## config.mk

```make
export PLATFORM = sky130hd
export DESIGN_NAME = gfw_seq
export DESIGN_NICKNAME = d
export VERILOG_FILES = /design/src/rtl/core/gfw_pkg.sv /design/src/rtl/core/gfw_seq.sv
export SDC_FILE = /design/constraint.sdc
export NUM_CORES = 1
export LEC_CHECK = 0
export ABC_CLOCK_PERIOD_IN_PS = 6500
export BUFFER_PORTS_ARGS = -buffer_cell sky130_fd_sc_hd__buf_2
export CAP_MARGIN = 5
export CELL_PAD_IN_SITES_DETAIL_PLACEMENT = 0
export CELL_PAD_IN_SITES_GLOBAL_PLACEMENT = 1
export CORE_MARGIN = 3
export CORE_UTILIZATION = 30
export CTS_CLUSTER_DIAMETER = 200
export DETAILED_ROUTE_END_ITERATION = 6
export GPL_TIMING_DRIVEN = 0
export PLACE_DENSITY_LB_ADDON = 0.1
export SKIP_LAST_GASP = 1
export SLEW_MARGIN = 20
export SYNTH_ARGS = -nofsm -noshare
export SYNTH_HDL_FRONTEND = slang
export SYNTH_SLANG_ARGS = --single-unit
export TNS_END_PERCENT = 1
```

## constraint.sdc

```tcl
create_clock -name clk -period 6.5 [get_ports clk]
set_input_delay 0.65 -clock clk [delete_from_list [all_inputs] [get_ports clk]]
set_output_delay 0.65 -clock clk [all_outputs]
set_load 0.005 [all_outputs]
```

## src/rtl/core/gfw_pkg.sv

```systemverilog
// ----------------------------------------------------------------------------
// gfw_pkg: shared types and constants of the glyph to framebuffer writer
// Request and register codes, configuration view, queued item and pixel
// operation formats used between the front end, queue, sequencer and
// pixel pipeline.
// ----------------------------------------------------------------------------
package gfw_pkg;

  // Frame and glyph geometry
  localparam int unsigned MAX_DIM      = 4096;
  localparam int unsigned GLYPH_SIZE   = 8;
  localparam int unsigned GLYPH_W      = 3;
  localparam int unsigned GLYPH_PIXELS = GLYPH_SIZE * GLYPH_SIZE;
  localparam int unsigned GCNT_W       = 2 * GLYPH_W;

  // Field widths
  localparam int unsigned POS_W    = 12;
  localparam int unsigned COORD_W  = POS_W + GLYPH_W;
  localparam int unsigned DIM_W    = 13;
  localparam int unsigned BPP_W    = 3;
  localparam int unsigned LAYOUT_W = 9;
  localparam int unsigned OFS_W    = 26;
  localparam int unsigned PIX_W    = 32;
  localparam int unsigned COL_W    = 8;
  localparam int unsigned NUM_CH   = 3;
  localparam int unsigned CH_RED   = 0;
  localparam int unsigned CH_GREEN = 1;
  localparam int unsigned CH_BLUE  = 2;
  localparam int unsigned COL_FULL = 255;

  // Configuration port
  localparam int unsigned CFG_IDX_W  = 3;
  localparam int unsigned CFG_DATA_W = 13;

  // Item queue
  localparam int unsigned QUEUE_DEPTH = 4;
  localparam int unsigned QPTR_W      = 2;
  localparam int unsigned QCNT_W      = 3;

  typedef enum logic [CFG_IDX_W-1:0] {
    CFG_FRAME_WIDTH  = 3'd0,
    CFG_FRAME_HEIGHT = 3'd1,
    CFG_BYTES_PP     = 3'd2,
    CFG_RED_LAYOUT   = 3'd3,
    CFG_GREEN_LAYOUT = 3'd4,
    CFG_BLUE_LAYOUT  = 3'd5
  } cfg_idx_t;

  typedef enum logic [1:0] {
    REQ_WRITE  = 2'd0,
    REQ_GLYPH  = 2'd1,
    REQ_DECODE = 2'd2,
    REQ_NONE   = 2'd3
  } req_t;

  typedef enum logic {
    SEQ_IDLE,
    SEQ_GLYPH
  } seq_state_t;

  typedef struct packed {
    logic [DIM_W-1:0]                     frame_width;
    logic [DIM_W-1:0]                     frame_height;
    logic [BPP_W-1:0]                     bytes_per_pixel;
    logic [NUM_CH-1:0][LAYOUT_W-1:0]      layout;
  } cfg_t;

  typedef struct packed {
    req_t                           req;
    logic [POS_W-1:0]               pos_x;
    logic [POS_W-1:0]               pos_y;
    logic [GLYPH_PIXELS-1:0]        glyph_bits;
    logic [NUM_CH-1:0][COL_W-1:0]   fg;
    logic [NUM_CH-1:0][COL_W-1:0]   bg;
    logic [PIX_W-1:0]               raw;
  } item_t;

  typedef struct packed {
    logic full;
    logic empty;
  } q_stat_t;

  typedef struct packed {
    logic                           valid;
    logic                           decode;
    logic                           last;
    logic [COORD_W-1:0]             x;
    logic [COORD_W-1:0]             y;
    logic [NUM_CH-1:0][COL_W-1:0]   rgb;
    logic [PIX_W-1:0]               raw;
  } pix_op_t;

  // Expand one glyph bit into a pixel write: column mirrored within the cell
  function automatic pix_op_t glyph_op(input item_t it, input logic [GCNT_W-1:0] k);
    pix_op_t op;
    op        = '0;
    op.valid  = 1'b1;
    op.decode = 1'b0;
    op.last   = (k == GCNT_W'(GLYPH_PIXELS - 1));
    op.x      = {it.pos_x, ~k[GLYPH_W-1:0]};
    op.y      = {it.pos_y, k[GCNT_W-1:GLYPH_W]};
    op.rgb    = it.glyph_bits[k] ? it.fg : it.bg;
    op.raw    = '0;
    return op;
  endfunction

endpackage

```

## src/rtl/core/gfw_seq.sv

```systemverilog
// ----------------------------------------------------------------------------
// gfw_seq: request sequencer
// Pops queued items and issues one pixel operation per cycle unless idle
// with the queue empty; a glyph becomes 64 pixel writes, row by row.
// ----------------------------------------------------------------------------
module gfw_seq (
  input  logic                 clk,
  input  logic                 rst_n,
  input  gfw_pkg::item_t       head,
  input  gfw_pkg::q_stat_t     q_stat,
  output logic                 pop,
  output gfw_pkg::pix_op_t     op
);

  gfw_pkg::seq_state_t              state_r, state_nxt;
  logic [gfw_pkg::GCNT_W-1:0]       cnt_r, cnt_nxt;
  gfw_pkg::item_t                   gly_r, gly_nxt;
  gfw_pkg::pix_op_t                 op_r, op_nxt;

  always_ff @(posedge clk) begin
    if (!rst_n) begin
      state_r <= gfw_pkg::SEQ_IDLE;
      cnt_r   <= '0;
      op_r    <= '0;
    end else begin
      state_r <= state_nxt;
      cnt_r   <= cnt_nxt;
      op_r    <= op_nxt;
    end
  end

  // Hold the glyph being expanded
  always_ff @(posedge clk) begin
    gly_r <= gly_nxt;
  end

  // Pop the head item or advance through the glyph
  always_comb begin
    state_nxt = state_r;
    cnt_nxt   = cnt_r;
    gly_nxt   = gly_r;
    pop       = 1'b0;
    op_nxt    = '0;
    unique case (state_r)
      gfw_pkg::SEQ_IDLE: begin
        if (!q_stat.empty) begin
          pop = 1'b1;
          unique case (head.req)
            gfw_pkg::REQ_WRITE: begin
              op_nxt.valid = 1'b1;
              op_nxt.last  = 1'b1;
              op_nxt.x     = gfw_pkg::COORD_W'(head.pos_x);
              op_nxt.y     = gfw_pkg::COORD_W'(head.pos_y);
              op_nxt.rgb   = head.fg;
            end
            gfw_pkg::REQ_DECODE: begin
              op_nxt.valid  = 1'b1;
              op_nxt.decode = 1'b1;
              op_nxt.last   = 1'b1;
              op_nxt.raw    = head.raw;
            end
            gfw_pkg::REQ_GLYPH: begin
              op_nxt    = gfw_pkg::glyph_op(head, '0);
              gly_nxt   = head;
              cnt_nxt   = gfw_pkg::GCNT_W'(1);
              state_nxt = gfw_pkg::SEQ_GLYPH;
            end
            default: ;
          endcase
        end
      end
      gfw_pkg::SEQ_GLYPH: begin
        op_nxt  = gfw_pkg::glyph_op(gly_r, cnt_r);
        cnt_nxt = cnt_r + 1'b1;
        if (cnt_r == gfw_pkg::GCNT_W'(gfw_pkg::GLYPH_PIXELS - 1)) begin
          state_nxt = gfw_pkg::SEQ_IDLE;
        end
      end
      default: state_nxt = gfw_pkg::SEQ_IDLE;
    endcase
  end

  assign op = op_r;

endmodule

```

==> reports/metrics.cfg <==
[status]
status=finished, final reports clean

[worst_setup_path]
cp-start-kind=flip-flop
worstPathRequired_ns=5.85
path_delay_family=buffers and inverters
crit_path_end_kind=primary output
crit_path_cell_trace=clkbuf_1, clkbuf_1, clkbuf_1, nor2_1, buf_2
path_common_cell=clkbuf_1
crit_arrival_ns=2.43
crit_buf_inv=4
critPathMaxStageDelay_ns=0.52
ff2ff_setup_slack_ns=3.76
cp_slowest_cell=clkbuf_1
path_class=reg2out
path_max_fanout=10

[detailed_routing]
viasPerCell=4.61
dr.pass1.iters=7
drt_iter0_drc=345
post_drt_wl_per_cell_um=18.3
wl_um=24800
dr_total_vias=6244
drc=0
ant_nets=0

[grt]
grt_pass1_vias=6491
grt_max_degree=48
globalRouteOverflowTotal=0
grt_pass1_wl_um=37000
use_met3_pct=4.62
grt.total_usage_pct=15.0
grt-busiest-layer=met2
antenna_found_initial=4
use_met1_pct=19.0
grt_util_met2_pct=24.9

[cts]
clock-sinks=232
post_cts_resized=0
cts_tree=done
clock_latency_ns=0.53
cts_buffer_depth=3
numCtsBuffers=26
cts_max_level=1
cts_setup_buffers=0
clk_transition_reported_paths_ns=0.06
cts_root_buf=clkbuf_16
cts-hold-fix-buffers=0

[power]
clkPwrFrac_pct=44.0
p_sw_share_pct=22.2
peakVddDrop_mv=0.208
seq_power_share_pct=48.6
leakagePower_nw=4.68
power_switching_mw=0.739
p_per_area_mw_per_mm2=285
combPwrFrac_pct=7.4
p_int_mw=2.59

[sta]
worst-slew-pin-transition_ns=0.921
clock.fmax_mhz=324
grt_setup_unrepaired=false
finalSetupViolations=0
hold_viol=0
fin_skew_ns=0.0155
finalCritPeriodShare_pct=47.4
holdWs_ns=0.288
fin_setup_tns_ns=0
slew_headroom_pct=38.6
finalMaxSlewViolations=0
finalCriticalPeriod_ns=3.08

[synth]
yosysWarnings=0
syn_inst=655
ys_seq_elements=232
synth_top_area_share_pct=45.5
ys_types=37
synth.area.top_cells=edfxtp_1 (46%), dfxtp_1 (21%), mux2i_1 (6.2%)
syn_area_sq_mm=0.00897
synth_area_leader_cell=edfxtp_1
yosysSeqAreaShare_pct=66.9
syn_nets=830
avgSynthCellArea_sq_um=13.7

[final_layout]
layout_commonest_cell=buf_2
mostFrequentLayoutCells=buf_2 (264), edfxtp_1 (136), dfxtp_1 (96)
syn2layout_area_growth_pct=30.3
drive_gt1_share_pct=36.8
nets=1122

[job]
drv_cap=0

[floorplanning]
initial_core_util_pct=30.8
die_w_um=179
die_y_um=179
dieArea_sq_mm=0.0320
core-area_sq_mm=0.0291
core.rowCount=62
io_pins=264

[place]
dp_hpwl_um=17700
place.gp.congestion=0.717
port_buffers=261

[hold_path]
hold_class=in2reg

==> flip-flops by register name (all words and copies together) (netlist names) <==
register / count
cnt_r: 6
gly_r: 136
state_r: 1
op: 89
==> cell usage after synthesis, drive strengths merged <==
library cell,count
nor3,5
or3,2
a21oi,12
a311oi,1
a22oi,22
dfxtp,96
nor2b,2
a22o,14
inv,2
edfxtp,136
and2,35
a222oi,18
mux2,36
nand4,4
clkbuf,32
and3,2
o21ai,5
mux2i,56
nor2,40
or2,4
nand2b,8
nand3,3
nor4,1
nand2,79
ha,1
buf,11
a211oi,3
o211ai,25
==> stage by stage <==
stage	util, %	instances	power (mW)	setup slack (ns)	area [sq um]
after floorplan	-	655	1.78	0.665	8970
after global placement	37.0	1300	1.91	-1.88	10800
after detailed placement	37.2	1303	1.90	3.59	10800
after CTS	40.2	1351	3.39	3.34	11700
after global routing	40.2	1353	3.46	3.17	11700
final	40.2	1353	3.33	3.42	11700
==> power groups by stage <==
stage	registers (mW)	clock network [mW]	logic, mW
after floorplan	1.65	0	0.122
after global placement	1.66	0	0.249
after global routing	1.62	1.57	0.274
after detailed placement	1.65	0	0.253
after CTS	1.62	1.51	0.254
final	1.62	1.46	0.247
==> layout make-up <==
class	instances	area [sq um]
fill	2880	17400
antenna	2	5.00
sequential	232	6010
multi-input combinational	378	2740
timing repair buffer	264	1370
tap	384	480
inverter	2	7.51
buffer	43	226
clock inverter	15	164
clock buffer	33	687
==> per-layer routing <==
layer  share of wire, %  vias up
met5               0.14        -
met4                2.9        4
met3                8.0       44
met2                 46      234
met1                 42     2954
li1                   -     3008
==> kinds of logic after synthesis <==
| kind of cell | after synthesis | share of synthesized area (%) |
|---|---|---|
| buffers and inverters | 45 | 2.57 |
| multiplexers | 92 | 10.8 |
| flip-flops | 232 | 66.9 |
| AO/OA/AOI/OAI | 100 | 10.0 |
| adder cells (fa/ha/maj) | 1 | 0.139 |
| AND/OR/NAND/NOR | 185 | 9.58 |
==> final timing paths <==
| check | startpoint | to | cells past startpoint |
|---|---|---|---|
| worst max register to register | cnt_r[3]$_SDFFE_PN0P_ | op[45]$_SDFF_PN0_ | 9 |
| worst min-delay path | head[104] | gly_r[104]$_DFFE_PP_ | 1 |
| worst min register to register | gly_r[167]$_DFFE_PP_ | op[85]$_SDFF_PN0_ | 2 |
| worst max-delay path | state_r$_SDFF_PN0_ | pop | 5 |
Note: power is estimated with default switching activity, not from simulation.
