File: config.mk
export PLATFORM = sky130hd
export DESIGN_NAME = gfw_front
export DESIGN_NICKNAME = d
export VERILOG_FILES = /design/src/rtl/core/gfw_pkg.sv /design/src/rtl/core/gfw_front.sv
export SDC_FILE = /design/constraint.sdc
export NUM_CORES = 1
export LEC_CHECK = 0
export ABC_AREA = 1
export BUFFER_PORTS_ARGS = -buffer_cell sky130_fd_sc_hd__buf_2
export CAP_MARGIN = 20
export CORE_AREA = 2 2 162 164
export DETAILED_ROUTE_END_ITERATION = 8
export DIE_AREA = 0 0 164 166
export PLACE_DENSITY = 0.44
export SLEW_MARGIN = 20
export SYNTH_ARGS = -nofsm -noshare
export SYNTH_HDL_FRONTEND = slang
export SYNTH_SLANG_ARGS = --single-unit
File: constraint.sdc
create_clock -name clk -period 1.4 [get_ports clk]
set_clock_uncertainty 0.15 [all_clocks]
set_input_delay 0.14 -clock clk [delete_from_list [all_inputs] [get_ports clk]]
set_output_delay 0.14 -clock clk [all_outputs]
set_load 0.05 [all_outputs]
File: src/rtl/core/gfw_pkg.sv
// ----------------------------------------------------------------------------
// gfw_pkg: shared types and constants of the glyph to framebuffer writer
// Request and register codes, configuration view, queued item and pixel
// operation formats used between the front end, queue, sequencer and
// pixel pipeline.
// ----------------------------------------------------------------------------
package gfw_pkg;

  // Frame and glyph geometry
  localparam int unsigned MAX_DIM      = 4096;
  localparam int unsigned GLYPH_SIZE   = 8;
  localparam int unsigned GLYPH_W      = 3;
  localparam int unsigned GLYPH_PIXELS = GLYPH_SIZE * GLYPH_SIZE;
  localparam int unsigned GCNT_W       = 2 * GLYPH_W;

  // Field widths
  localparam int unsigned POS_W    = 12;
  localparam int unsigned COORD_W  = POS_W + GLYPH_W;
  localparam int unsigned DIM_W    = 13;
  localparam int unsigned BPP_W    = 3;
  localparam int unsigned LAYOUT_W = 9;
  localparam int unsigned OFS_W    = 26;
  localparam int unsigned PIX_W    = 32;
  localparam int unsigned COL_W    = 8;
  localparam int unsigned NUM_CH   = 3;
  localparam int unsigned CH_RED   = 0;
  localparam int unsigned CH_GREEN = 1;
  localparam int unsigned CH_BLUE  = 2;
  localparam int unsigned COL_FULL = 255;

  // Configuration port
  localparam int unsigned CFG_IDX_W  = 3;
  localparam int unsigned CFG_DATA_W = 13;

  // Item queue
  localparam int unsigned QUEUE_DEPTH = 4;
  localparam int unsigned QPTR_W      = 2;
  localparam int unsigned QCNT_W      = 3;

  typedef enum logic [CFG_IDX_W-1:0] {
    CFG_FRAME_WIDTH  = 3'd0,
    CFG_FRAME_HEIGHT = 3'd1,
    CFG_BYTES_PP     = 3'd2,
    CFG_RED_LAYOUT   = 3'd3,
    CFG_GREEN_LAYOUT = 3'd4,
    CFG_BLUE_LAYOUT  = 3'd5
  } cfg_idx_t;

  typedef enum logic [1:0] {
    REQ_WRITE  = 2'd0,
    REQ_GLYPH  = 2'd1,
    REQ_DECODE = 2'd2,
    REQ_NONE   = 2'd3
  } req_t;

  typedef enum logic {
    SEQ_IDLE,
    SEQ_GLYPH
  } seq_state_t;

  typedef struct packed {
    logic [DIM_W-1:0]                     frame_width;
    logic [DIM_W-1:0]                     frame_height;
    logic [BPP_W-1:0]                     bytes_per_pixel;
    logic [NUM_CH-1:0][LAYOUT_W-1:0]      layout;
  } cfg_t;

  typedef struct packed {
    req_t                           req;
    logic [POS_W-1:0]               pos_x;
    logic [POS_W-1:0]               pos_y;
    logic [GLYPH_PIXELS-1:0]        glyph_bits;
    logic [NUM_CH-1:0][COL_W-1:0]   fg;
    logic [NUM_CH-1:0][COL_W-1:0]   bg;
    logic [PIX_W-1:0]               raw;
  } item_t;

  typedef struct packed {
    logic full;
    logic empty;
  } q_stat_t;

  typedef struct packed {
    logic                           valid;
    logic                           decode;
    logic                           last;
    logic [COORD_W-1:0]             x;
    logic [COORD_W-1:0]             y;
    logic [NUM_CH-1:0][COL_W-1:0]   rgb;
    logic [PIX_W-1:0]               raw;
  } pix_op_t;

  // Expand one glyph bit into a pixel write: column mirrored within the cell
  function automatic pix_op_t glyph_op(input item_t it, input logic [GCNT_W-1:0] k);
    pix_op_t op;
    op        = '0;
    op.valid  = 1'b1;
    op.decode = 1'b0;
    op.last   = (k == GCNT_W'(GLYPH_PIXELS - 1));
    op.x      = {it.pos_x, ~k[GLYPH_W-1:0]};
    op.y      = {it.pos_y, k[GCNT_W-1:GLYPH_W]};
    op.rgb    = it.glyph_bits[k] ? it.fg : it.bg;
    op.raw    = '0;
    return op;
  endfunction

endpackage

File: src/rtl/core/gfw_front.sv
// ----------------------------------------------------------------------------
// gfw_front: request intake and configuration registers
// Accepts items on start, drops unused request codes and pushes the rest
// into the item queue. Holds the frame geometry and channel layouts.
// ----------------------------------------------------------------------------
module gfw_front (
  input  logic                                   clk,
  input  logic                                   rst_n,
  input  logic                                   start,
  output logic                                   busy,
  input  logic [1:0]                             in_req_type,
  input  logic [gfw_pkg::POS_W-1:0]              in_pos_x,
  input  logic [gfw_pkg::POS_W-1:0]              in_pos_y,
  input  logic [gfw_pkg::GLYPH_PIXELS-1:0]       in_glyph_bits,
  input  logic [gfw_pkg::COL_W-1:0]              in_fg_red,
  input  logic [gfw_pkg::COL_W-1:0]              in_fg_green,
  input  logic [gfw_pkg::COL_W-1:0]              in_fg_blue,
  input  logic [gfw_pkg::COL_W-1:0]              in_bg_red,
  input  logic [gfw_pkg::COL_W-1:0]              in_bg_green,
  input  logic [gfw_pkg::COL_W-1:0]              in_bg_blue,
  input  logic [gfw_pkg::PIX_W-1:0]              in_raw_pixel,
  input  logic                                   cfg_we,
  input  logic [gfw_pkg::CFG_IDX_W-1:0]          cfg_index,
  input  logic [gfw_pkg::CFG_DATA_W-1:0]         cfg_data,
  input  gfw_pkg::q_stat_t                       q_stat,
  output logic                                   push,
  output gfw_pkg::item_t                         push_item,
  output gfw_pkg::cfg_t                          cfg
);

  gfw_pkg::cfg_t cfg_r;
  gfw_pkg::cfg_t cfg_nxt;

  // Hold off new items while the queue is full
  assign busy = q_stat.full;

  // Classify: unused request codes are accepted and dropped
  assign push = start && !busy && (gfw_pkg::req_t'(in_req_type) != gfw_pkg::REQ_NONE);

  always_comb begin
    push_item                             = '0;
    push_item.req                         = gfw_pkg::req_t'(in_req_type);
    push_item.pos_x                       = in_pos_x;
    push_item.pos_y                       = in_pos_y;
    push_item.glyph_bits                  = in_glyph_bits;
    push_item.fg[gfw_pkg::CH_RED]         = in_fg_red;
    push_item.fg[gfw_pkg::CH_GREEN]       = in_fg_green;
    push_item.fg[gfw_pkg::CH_BLUE]        = in_fg_blue;
    push_item.bg[gfw_pkg::CH_RED]         = in_bg_red;
    push_item.bg[gfw_pkg::CH_GREEN]       = in_bg_green;
    push_item.bg[gfw_pkg::CH_BLUE]        = in_bg_blue;
    push_item.raw                         = in_raw_pixel;
  end

  // Decode register writes
  always_comb begin
    cfg_nxt = cfg_r;
    if (cfg_we) begin
      unique case (gfw_pkg::cfg_idx_t'(cfg_index))
        gfw_pkg::CFG_FRAME_WIDTH:  cfg_nxt.frame_width = cfg_data[gfw_pkg::DIM_W-1:0];
        gfw_pkg::CFG_FRAME_HEIGHT: cfg_nxt.frame_height = cfg_data[gfw_pkg::DIM_W-1:0];
        gfw_pkg::CFG_BYTES_PP:     cfg_nxt.bytes_per_pixel = cfg_data[gfw_pkg::BPP_W-1:0];
        gfw_pkg::CFG_RED_LAYOUT:
          cfg_nxt.layout[gfw_pkg::CH_RED] = cfg_data[gfw_pkg::LAYOUT_W-1:0];
        gfw_pkg::CFG_GREEN_LAYOUT:
          cfg_nxt.layout[gfw_pkg::CH_GREEN] = cfg_data[gfw_pkg::LAYOUT_W-1:0];
        gfw_pkg::CFG_BLUE_LAYOUT:
          cfg_nxt.layout[gfw_pkg::CH_BLUE] = cfg_data[gfw_pkg::LAYOUT_W-1:0];
        default: ;
      endcase
    end
  end

  always_ff @(posedge clk) begin
    if (!rst_n) begin
      cfg_r.frame_width                 <= 13'd640;
      cfg_r.frame_height                <= 13'd480;
      cfg_r.bytes_per_pixel             <= 3'd4;
      cfg_r.layout[gfw_pkg::CH_RED]     <= 9'd391;
      cfg_r.layout[gfw_pkg::CH_GREEN]   <= 9'd135;
      cfg_r.layout[gfw_pkg::CH_BLUE]    <= 9'd7;
    end else begin
      cfg_r <= cfg_nxt;
    end
  end

  assign cfg = cfg_r;

endmodule

==> metrics.yaml, run 1 <==
status:
  outcome: "completed"
synthesis:
  syn_area_um2: 3521
  synthXorXnorAreaFrac_pct: 0
  yosysMostFrequentCell: "buf_4"
  netlist_instances: 490
  synth_compound_area_share_pct: 0
  synth-seq-cells: 56
  synth_common_cells: "buf_4, nand2_1, nor2_1"
  yosys.area_share.simple_pct: 27.15
  synth_area_leader_cell: "buf_4"
  avgSynthCellArea_um2: 7.185
  synth_edf_count: 0
  synth_fa_ha_area_share_pct: 0
  synth_top_family_by_area: "buffers and inverters"
  synth.area.top_cells: "buf_4, dfxtp_1, nand2_1"
  yosysWarningCount: 0
  synth_cell_type_count: 13
  yosysTopAreaCellShare_pct: 37.74
  seq_area_frac_synth_pct: 31.84
  async_flop_share_pct: 0
  synthMuxAreaShare_pct: 0
  yosys_most_used_dff: "dfxtp_1"
  synth_nets: 682
clocking:
  htree_levels: 2
  cts_inserted_buffers: 5
  clockRootBuffer: "clkbuf_16"
  cts_setup_buffers: 0
  ctsLongestPathBuffers: 2
  cts_tree: "done"
  clk_pin_slew_ns: 0.07
  numClockSinks: 56
  clk_latency_ns: 0.30
setup_path:
  required_ns: 1.45
  r2r_slack_ns: 0.67
  cp.depth: 6
  cp-end-kind: "flop"
  rr_worst_depth: 2
  critPathKind: "input pin to flop"
  r2r-start: "cfg[36]"
  crit_family: "buffers and inverters"
  critPathMaxFanout: 4
  crit_arrival_ns: 1.29
  r2r-end: "cfg[36]"
  startpoint_type: "input pin"
  cp.buffers_inverters: 3
  slowest_stage: "dlygate4sd3_1"
  slowest_delay_ns: 0.53
  crit_chain: "dlygate4sd3_1, buf_2, inv_1, nand3_1, nand2_1, nor2_1"
route:
  num_vias: 2526
  postRouteAntennaNets: 0
  first_pass_iters: 4
  drt_iter0_markers: 97
  drc: 0
  avgRoutedWirePerCell_um: 16.22
  finalWirelength_um: 12180
  via_per_inst: 3.364
floorplanning:
  coreArea_um2: 25620
  die-area_um2: 27220
  die_y_um: 166
  initial_core_util_pct: 13.74
  row_count: 59
  ios: 420
  die_w_um: 164
timing:
  max_slew_margin_pct: 77.95
  finalSetupViolCount: 0
  fmax_ghz: 0.8079
  period_share_pct: 88.41
  fin_tns_setup_ns: 0
  rsz0062_at_grt: "false"
  period_needed_ns: 1.238
  tightest_slew_ns: 0.3304
  setup_ws_ns: 0.1622
  drv_slew: 0
  hold_viol_final: 0
job:
  maxCapViolations: 0
layout:
  nets: 607
  largest_register_ffs: 56
  syn_to_final_growth_pct: -3.731
  diodes: 0
  drive_gt1_share_pct: 27.40
  final_util_pct: 13.23
global_routing:
  grt_usage_pct: 8.917
  grt_pass1_wl_um: 17010
  grt_max_degree: 57
  antenna_found_initial: 0
  grt-busiest-layer: "met2"
  use_met2_pct: 14.93
  grt_use_met1_pct: 8.688
  grt_use_met3_pct: 4.046
  grt_pass1_vias: 2481
  overflow: 0
placement:
  place_ws_ns: 0.1719
  gp_congestion: 0.6619
  port_buffers: 82
  hpwl_um: 9688
min_path:
  worstHoldStart: "cfg_data[0]"
  min_path_type: "input pin to flop"
  hold_end: "cfg[9]"
  hold_path_depth: 3
power_and_ir_drop:
  vdd_drop_max_mv: 0.4003
  power_density_nw_per_um2: 1124
  p_leak_nw: 1.560
==> routing by layer <==
layer,vias to the layer above,part of all wire (%)
met1,1114,35
met2,153,48
met4,0,6.6
li1,1176,-
met5,-,0
met3,83,10
==> worst max path at each step <==
| stage | from | to | slack (ns) |
|---|---|---|---|
| 4_1_cts | cfg_data[6] | cfg[6] | 0.13 |
| 3_3_place_gp | cfg_index[0] | cfg[35] | 0.19 |
| 6_report | cfg_data[6] | cfg[6] | 0.16 |
| 2_1_floorplan | in_req_type[0] | push | 0.24 |
| 5_1_grt | cfg_data[5] | cfg[48] | 0.08 |
| 3_5_place_dp | cfg_index[0] | cfg[36] | 0.17 |
==> where the power goes <==
group	switching [W]	total (W)	internal, W
Sequential	0.0000275	0.00168	0.00165
Clock	0.000634	0.00148	0.000846
Combinational	0.000476	0.000653	0.000177
==> layout make-up <==
class	instances	area (µm²)
well taps	335	419.2
repair buffers	103	655.6
fillers	2984	22230
flip-flops and latches	56	1121
inverters	19	71.32
clock buffers	6	128.9
clock inverters	2	35.03
multi-input cells	230	958.4
==> worst reg2reg max path, cell delays in order, from the launching register on <==
cell     delay (ns)
dfxtp_1        0.32
nand2_1        0.06
nand3_1        0.07
==> cell usage in the layout, fill, tap and decap left out <==
master,n
dfxtp_1,56
buf_2,82
nor2_1,77
buf_4,10
nor2_4,1
nor2_2,7
nand3_1,56
nand2_1,89
clkinv_2,1
buf_12,6
bufinv_16,1
clkbuf_16,5
clkbuf_1,1
dlygate4sd3_1,5
inv_2,1
inv_1,18
==> metrics by stage <==
step / total power [W] / cell area [µm²] / cells / hold WS, ns
2_1_floorplan: 0.003431 / 3521 / 490 / 0.1032
3_3_place_gp: 0.002375 / 3176 / 738 / 0.1303
3_5_place_dp: 0.002378 / 3176 / 738 / 0.1303
4_1_cts: 0.003945 / 3390 / 751 / 0.0001695
5_1_grt: 0.004033 / 3390 / 751 / 0.02328
6_report: 0.003809 / 3390 / 751 / 0.01384
==> cells by family (layout without fill, tap and decap cells) <==
kind of cell           count (synthesis)  after routing
flip-flops                            56             56
buffers and inverters                204            130
AND/OR/NAND/NOR                      230            230
==> repair_timing <==
action | CTS | global route
hold endpoints to repair | 5 | 0
hold buffers | 5 | 0
resized for setup | 0 | 0
Power figures use the tool's default switching activity.
==> inputs of run 2 (changes only) <==
ABC_AREA = 0   (was 1)
==> metrics.yaml, run 2 <==
synthesis:
  synth_common_cells: "buf_4, dfxtp_1, mux2i_1"
  avgSynthCellArea_um2: 9.132
  synth-seq-cells: 56
  synth.area.top_cells: "buf_4, dfxtp_1, mux2i_1"
  synth_edf_count: 0
  yosys_most_used_dff: "dfxtp_1"
  seq_area_frac_synth_pct: 31.89
  yosysWarningCount: 0
  synth_cell_type_count: 17
  syn_area_um2: 3516
  synth_area_leader_cell: "buf_4"
  synth_nets: 577
  async_flop_share_pct: 0
  yosysTopAreaCellShare_pct: 36.73
  yosysMostFrequentCell: "buf_4"
  netlist_instances: 385
power_and_ir_drop:
  power_density_nw_per_um2: 1067
  clkPwrFrac_pct: 42.1
  vdd_drop_max_mv: 0.3911
  comb_power_share_pct: 12.8
  swShare_pct: 25.25
  seqPwrFrac_pct: 45.1
  p_switching_w: 0.0009213
  internal_power_w: 0.002728
  p_leak_nw: 1.491
min_path:
  hold_path_depth: 3
  min_path_type: "input pin to flop"
route:
  num_vias: 2032
  avgRoutedWirePerCell_um: 19.08
  via_per_inst: 3.117
  drt_iter0_markers: 43
  first_pass_iters: 4
  postRouteAntennaNets: 0
  drc: 0
  finalWirelength_um: 12440
timing:
  finalSetupViolCount: 0
  max_slew_margin_pct: 75.73
  period_share_pct: 89.00
  drv_slew: 0
  rsz0062_at_grt: "false"
  hold_viol_final: 0
  tightest_slew_ns: 0.3665
  fmax_ghz: 0.8026
  period_needed_ns: 1.246
  fin_tns_setup_ns: 0
global_routing:
  overflow: 0
  grt_max_degree: 46
  grt_usage_pct: 8.916
  grt_pass1_vias: 2144
  antenna_found_initial: 1
  grt_pass1_wl_um: 16770
setup_path:
  startpoint_type: "flop"
  cp.buffers_inverters: 1
  critPathMaxFanout: 2
  slowest_delay_ns: 0.33
  critPathKind: "flop to primary output"
  required_ns: 1.11
  crit_arrival_ns: 0.96
  rr_worst_depth: 2
  cp.depth: 1
  cp-end-kind: "primary output"
  crit_family: "flip-flops"
  crit_chain: "buf_2"
  slowest_stage: "dfxtp_1"
clocking:
  cts_tree: "done"
  htree_levels: 2
  clk_pin_slew_ns: 0.07
  numClockSinks: 56
  ctsLongestPathBuffers: 2
  cts_setup_buffers: 0
  cts_inserted_buffers: 5
  clk_latency_ns: 0.29
  clockRootBuffer: "clkbuf_16"
  postCtsResizedCells: 0
  cts_hold_buf: 8
floorplanning:
  die_y_um: 166
  coreArea_um2: 25620
  die_w_um: 164
  die-area_um2: 27220
  ios: 420
  row_count: 59
  initial_core_util_pct: 13.73
layout:
  mostFrequentLayoutCells: "buf_2, mux2i_1, dfxtp_1"
  final_util_pct: 13.35
  fillers: 2895
  drive_gt1_share_pct: 35.76
  layout_commonest_cell: "buf_2"
  syn_to_final_growth_pct: -2.740
  nets: 507
  multi_input_area_um2: 1032
  seq_area_um2: 1121
  largest_register_ffs: 56
placement:
  port_buffers: 82
  hpwl_um: 10330
  gp_congestion: 0.6376
job:
  maxCapViolations: 0
status:
  outcome: "completed"
## run 2: cell count changes in the layout (fill, tap and decap cells not counted), moves of 17 or more
cell     before  now
inv_1        18    1
nor2_1       77    0
nand3_1      56    0
nand2_1      89   50
nor2b_1       0   27
mux2i_1       0   56
## run 2: stage by stage
step                      total power (W)  setup WS, ns  instances  instance area (µm²)  hold WS, ns
after floorplan                  0.003262        0.1004        385                 3521       0.1288
after global placement           0.002143     -0.007953        635                 3154       0.1303
after detailed placement         0.002144     -0.007919        635                 3154       0.1303
after CTS                        0.003739       0.09989        651                 3417      0.01136
after global routing             0.003827       0.07486        651                 3417      0.03881
final                            0.003649        0.1540        652                 3420      0.01026
## run 2: power by group through the flow
stage,Sequential (W),Clock (W),Combinational (W)
6_report,0.00165,0.00154,0.000467
5_1_grt,0.00165,0.00167,0.000505
4_1_cts,0.00165,0.00161,0.000479
3_5_place_dp,0.00168,0,0.000461
3_3_place_gp,0.00168,0,0.000460
2_1_floorplan,0.00180,0,0.00146
## run 2: layout make-up
type / count / area share (%)
Antenna cell: 1 / 0.07318
Tap cell: 335 / 12.26
Clock buffer: 7 / 4.464
Multi-Input combinational cell: 142 / 30.19
Sequential cell: 56 / 32.78
Clock inverter: 1 / 0.8782
Timing Repair Buffer: 109 / 19.25
Inverter: 1 / 0.1098
## run 2: logic make-up after synthesis
kind of cell,after synthesis,share of synthesized area (%)
buffers and inverters,187,38.90
and+or+nand+nor,85,13.06
muxes,56,15.94
DFF,56,31.89
AOI/OAI and AO/OA,1,0.2136
## run 2: worst paths after layout
kind              endpoint  slack, ns         from
setup / recovery   cfg[35]       0.15      cfg[35]
hold / removal     cfg[38]       0.01  cfg_data[8]
setup reg to reg    cfg[8]       0.63       cfg[8]
hold reg to reg    cfg[33]       0.31      cfg[33]
## run 2: metal layers
layer	vias up	routed length, µm	GRT usage [%]
met2	178	5761	14.49
li1	913	-	-
met1	883	3844	7.832
met3	56	2059	6.444
met5	-	47	1.091
met4	2	727	5.416
==> inputs of run 3 (changes only) <==
CELL_PAD_IN_SITES_DETAIL_PLACEMENT = 1   (was default)
CELL_PAD_IN_SITES_GLOBAL_PLACEMENT = 1   (was default)
CORE_AREA = 2 2 165 167   (was 2 2 162 164)
DIE_AREA = 0 0 167 169   (was 0 0 164 166)
HOLD_SLACK_MARGIN = 0.15   (was default)
PLACE_DENSITY = 0.59   (was 0.44)
==> metrics.yaml, run 3 <==
clocking:
  ctsLongestPathBuffers: 2
  clockRootBuffer: "clkbuf_16"
  cts_setup_buffers: 0
  postCtsResizedCells: 0
  htree_levels: 2
  cts_hold_buf: 130
  cts_inserted_buffers: 5
  numClockSinks: 56
floorplanning:
  die_y_um: 169
  initial_core_util_pct: 13.27
  die_w_um: 167
  row_count: 60
  ios: 420
synthesis:
  netlist_instances: 385
  seq_area_frac_synth_pct: 31.89
  synth-seq-cells: 56
  yosys_most_used_dff: "dfxtp_1"
  synth_area_leader_cell: "buf_4"
  synth.area.top_cells: "buf_4, dfxtp_1, mux2i_1"
  yosysTopAreaCellShare_pct: 36.73
  synth_cell_type_count: 17
  async_flop_share_pct: 0
  avgSynthCellArea_um2: 9.132
  yosysMostFrequentCell: "buf_4"
  syn_area_um2: 3516
  synth_edf_count: 0
  yosysWarningCount: 0
  synth_common_cells: "buf_4, dfxtp_1, mux2i_1"
  synth_nets: 577
placement:
  hpwl_um: 9569
  gp_congestion: 0.6487
  placed_cell_area_um2: 3192
  port_buffers: 82
  dp_cells: 640
status:
  lastStage: "4_1_cts"
  outcome: "aborted with a tool error"
  flow.first_error: "[ERROR RSZ-0060] Max buffer count reached."
run 3: cell counts after synthesis:
No cell type changed its count.
run 3: cell families after synthesis:
logic type | Yosys count | share of synthesized area, %
DFF | 56 | 31.89
and+or+nand+nor | 85 | 13.06
muxes | 56 | 15.94
AOI/OAI and AO/OA | 1 | 0.2136
buffers and inverters | 187 | 38.90
run 3: metrics by stage:
step	setup WS (ns)	utilization [%]
3_5_place_dp	-0.006690	12.04
3_3_place_gp	0.01710	12.04
2_1_floorplan	0.1004	-
==> inputs of run 4 (changes only) <==
CELL_PAD_IN_SITES_DETAIL_PLACEMENT = default   (was 1)
CELL_PAD_IN_SITES_GLOBAL_PLACEMENT = default   (was 1)
CORE_AREA = 2 2 162 164   (was 2 2 165 167)
DIE_AREA = 0 0 164 166   (was 0 0 167 169)
HOLD_SLACK_MARGIN = default   (was 0.15)
PLACE_DENSITY = default   (was 0.59)
PLACE_DENSITY_LB_ADDON = 0.15   (was default)
==> metrics.yaml, run 4 (synthesized netlist as in run 2, its figures left out) <==
status:
  outcome: "completed"
floorplanning:
  die_w_um: 164
  coreArea_um2: 25620
  die-area_um2: 27220
  initial_core_util_pct: 13.73
  die_y_um: 166
  row_count: 59
  ios: 420
setup_path:
  rr_worst_depth: 2
  crit_chain: "buf_2"
  slowest_delay_ns: 0.33
  slowest_stage: "dfxtp_1"
  required_ns: 1.11
  startpoint_type: "flop"
  cp-end-kind: "primary output"
  critPathKind: "flop to primary output"
  r2r-start: "cfg[16]"
  critPathMaxFanout: 2
  r2r-end: "cfg[16]"
  cp.buffers_inverters: 1
  r2r_slack_ns: 0.59
  crit_arrival_ns: 0.93
  crit_family: "flip-flops"
min_path:
  min_path_type: "input pin to flop"
  hold_path_depth: 3
  worstHoldStart: "cfg_data[8]"
  hold_end: "cfg[38]"
route:
  drt_iter0_markers: 40
  first_pass_iters: 4
  num_vias: 2013
  avgRoutedWirePerCell_um: 17.33
  postRouteAntennaNets: 0
  via_per_inst: 3.102
  drc: 0
  finalWirelength_um: 11250
placement:
  hpwl_um: 9287
  dp_cells: 633
  port_buffers: 82
  gp_congestion: 0.6894
clocking:
  cts_setup_buffers: 0
  cts_tree: "done"
  clk_pin_slew_ns: 0.07
  ctsLongestPathBuffers: 2
  htree_levels: 2
  clk_latency_ns: 0.29
  cts_inserted_buffers: 5
  numClockSinks: 56
  clockRootBuffer: "clkbuf_16"
layout:
  largest_register_ffs: 56
  layout_commonest_cell: "buf_2"
  instances_no_fill: 649
  diodes: 0
  mostFrequentLayoutCells: "buf_2, mux2i_1, dfxtp_1"
  final_util_pct: 13.09
  nets: 505
  drive_gt1_share_pct: 34.71
  fillers: 2909
  syn_to_final_growth_pct: -4.626
timing:
  period_needed_ns: 1.225
  fin_tns_setup_ns: 0
  hold_viol_final: 0
  finalSetupViolCount: 0
  drv_slew: 0
  rsz0062_at_grt: "false"
  tightest_slew_ns: 0.3462
  period_share_pct: 87.50
  max_slew_margin_pct: 76.87
  fmax_ghz: 0.8164
  hold_ws_ns: 0.003757
power_and_ir_drop:
  p_leak_nw: 1.462
  vdd_drop_max_mv: 0.5457
  power_density_nw_per_um2: 1017
global_routing:
  grt_pass1_vias: 2030
  grt_max_degree: 44
  grt_usage_pct: 7.865
  grt_pass1_wl_um: 15200
  overflow: 0
  antenna_found_initial: 0
job:
  maxCapViolations: 0
==> run 4: worst max path at each step <==
| stage | startpoint | slack [ns] | end | cells past startpoint |
|---|---|---|---|---|
| after floorplan | cfg_index[0] | 0.10 | cfg[50] | 4 |
| after global placement | cfg_index[1] | 0.009 | cfg[47] | 4 |
| after detailed placement | cfg_index[1] | 0.005 | cfg[46] | 4 |
| after CTS | cfg[50] | 0.15 | cfg[50] | 1 |
| after global routing | cfg_data[7] | 0.10 | cfg[37] | 4 |
| final | cfg[37] | 0.18 | cfg[37] | 1 |
==> run 4: worst register-to-register path, cell delays in order, from the launching register on <==
cell     delay (ns)
dfxtp_1        0.33
nor2b_1        0.12
mux2i_1        0.08
==> run 4: cell type report <==
cell class | count | area [µm²] | share of cell area, %
inverters | 1 | 3.754 | 0.1119
clock buffers | 8 | 146.4 | 4.366
repair buffers | 107 | 630.6 | 18.81
flip-flops and latches | 56 | 1121 | 33.43
well taps | 335 | 419.2 | 12.50
multi-input cells | 142 | 1032 | 30.78
==> run 4: power by group <==
part,switching (W),internal [W],leakage (nW)
clock network,0.000591,0.000717,0.0712
registers,0.0000185,0.00163,0.454
logic,0.000304,0.000153,0.937
total,0.000914,0.00250,1.46
==> run 4: repair_timing <==
action                     CTS  global route
hold endpoints to repair    13             0
setup endpoints to repair    0             0
resized for setup            0             0
hold buffers                 8             0
==> run 4: per-stage QoR <==
stage,instance area [µm²],power [W],setup WS (ns)
floorplan,3521,0.003262,0.1004
global placement,3127,0.002134,0.009455
detailed placement,3127,0.002137,0.005127
CTS,3353,0.003506,0.1494
global route,3353,0.003561,0.1012
finish,3353,0.003412,0.1751
==> run 4: routing by layer <==
| metal | vias up | global-route usage, % | routed length [µm] |
|---|---|---|---|
| met2 | 157 | 13.21 | 5498 |
| met5 | - | 0 | 0 |
| met3 | 33 | 5.544 | 1799 |
| met1 | 914 | 7.513 | 3691 |
| met4 | 0 | 2.784 | 256 |
| li1 | 909 | - | - |
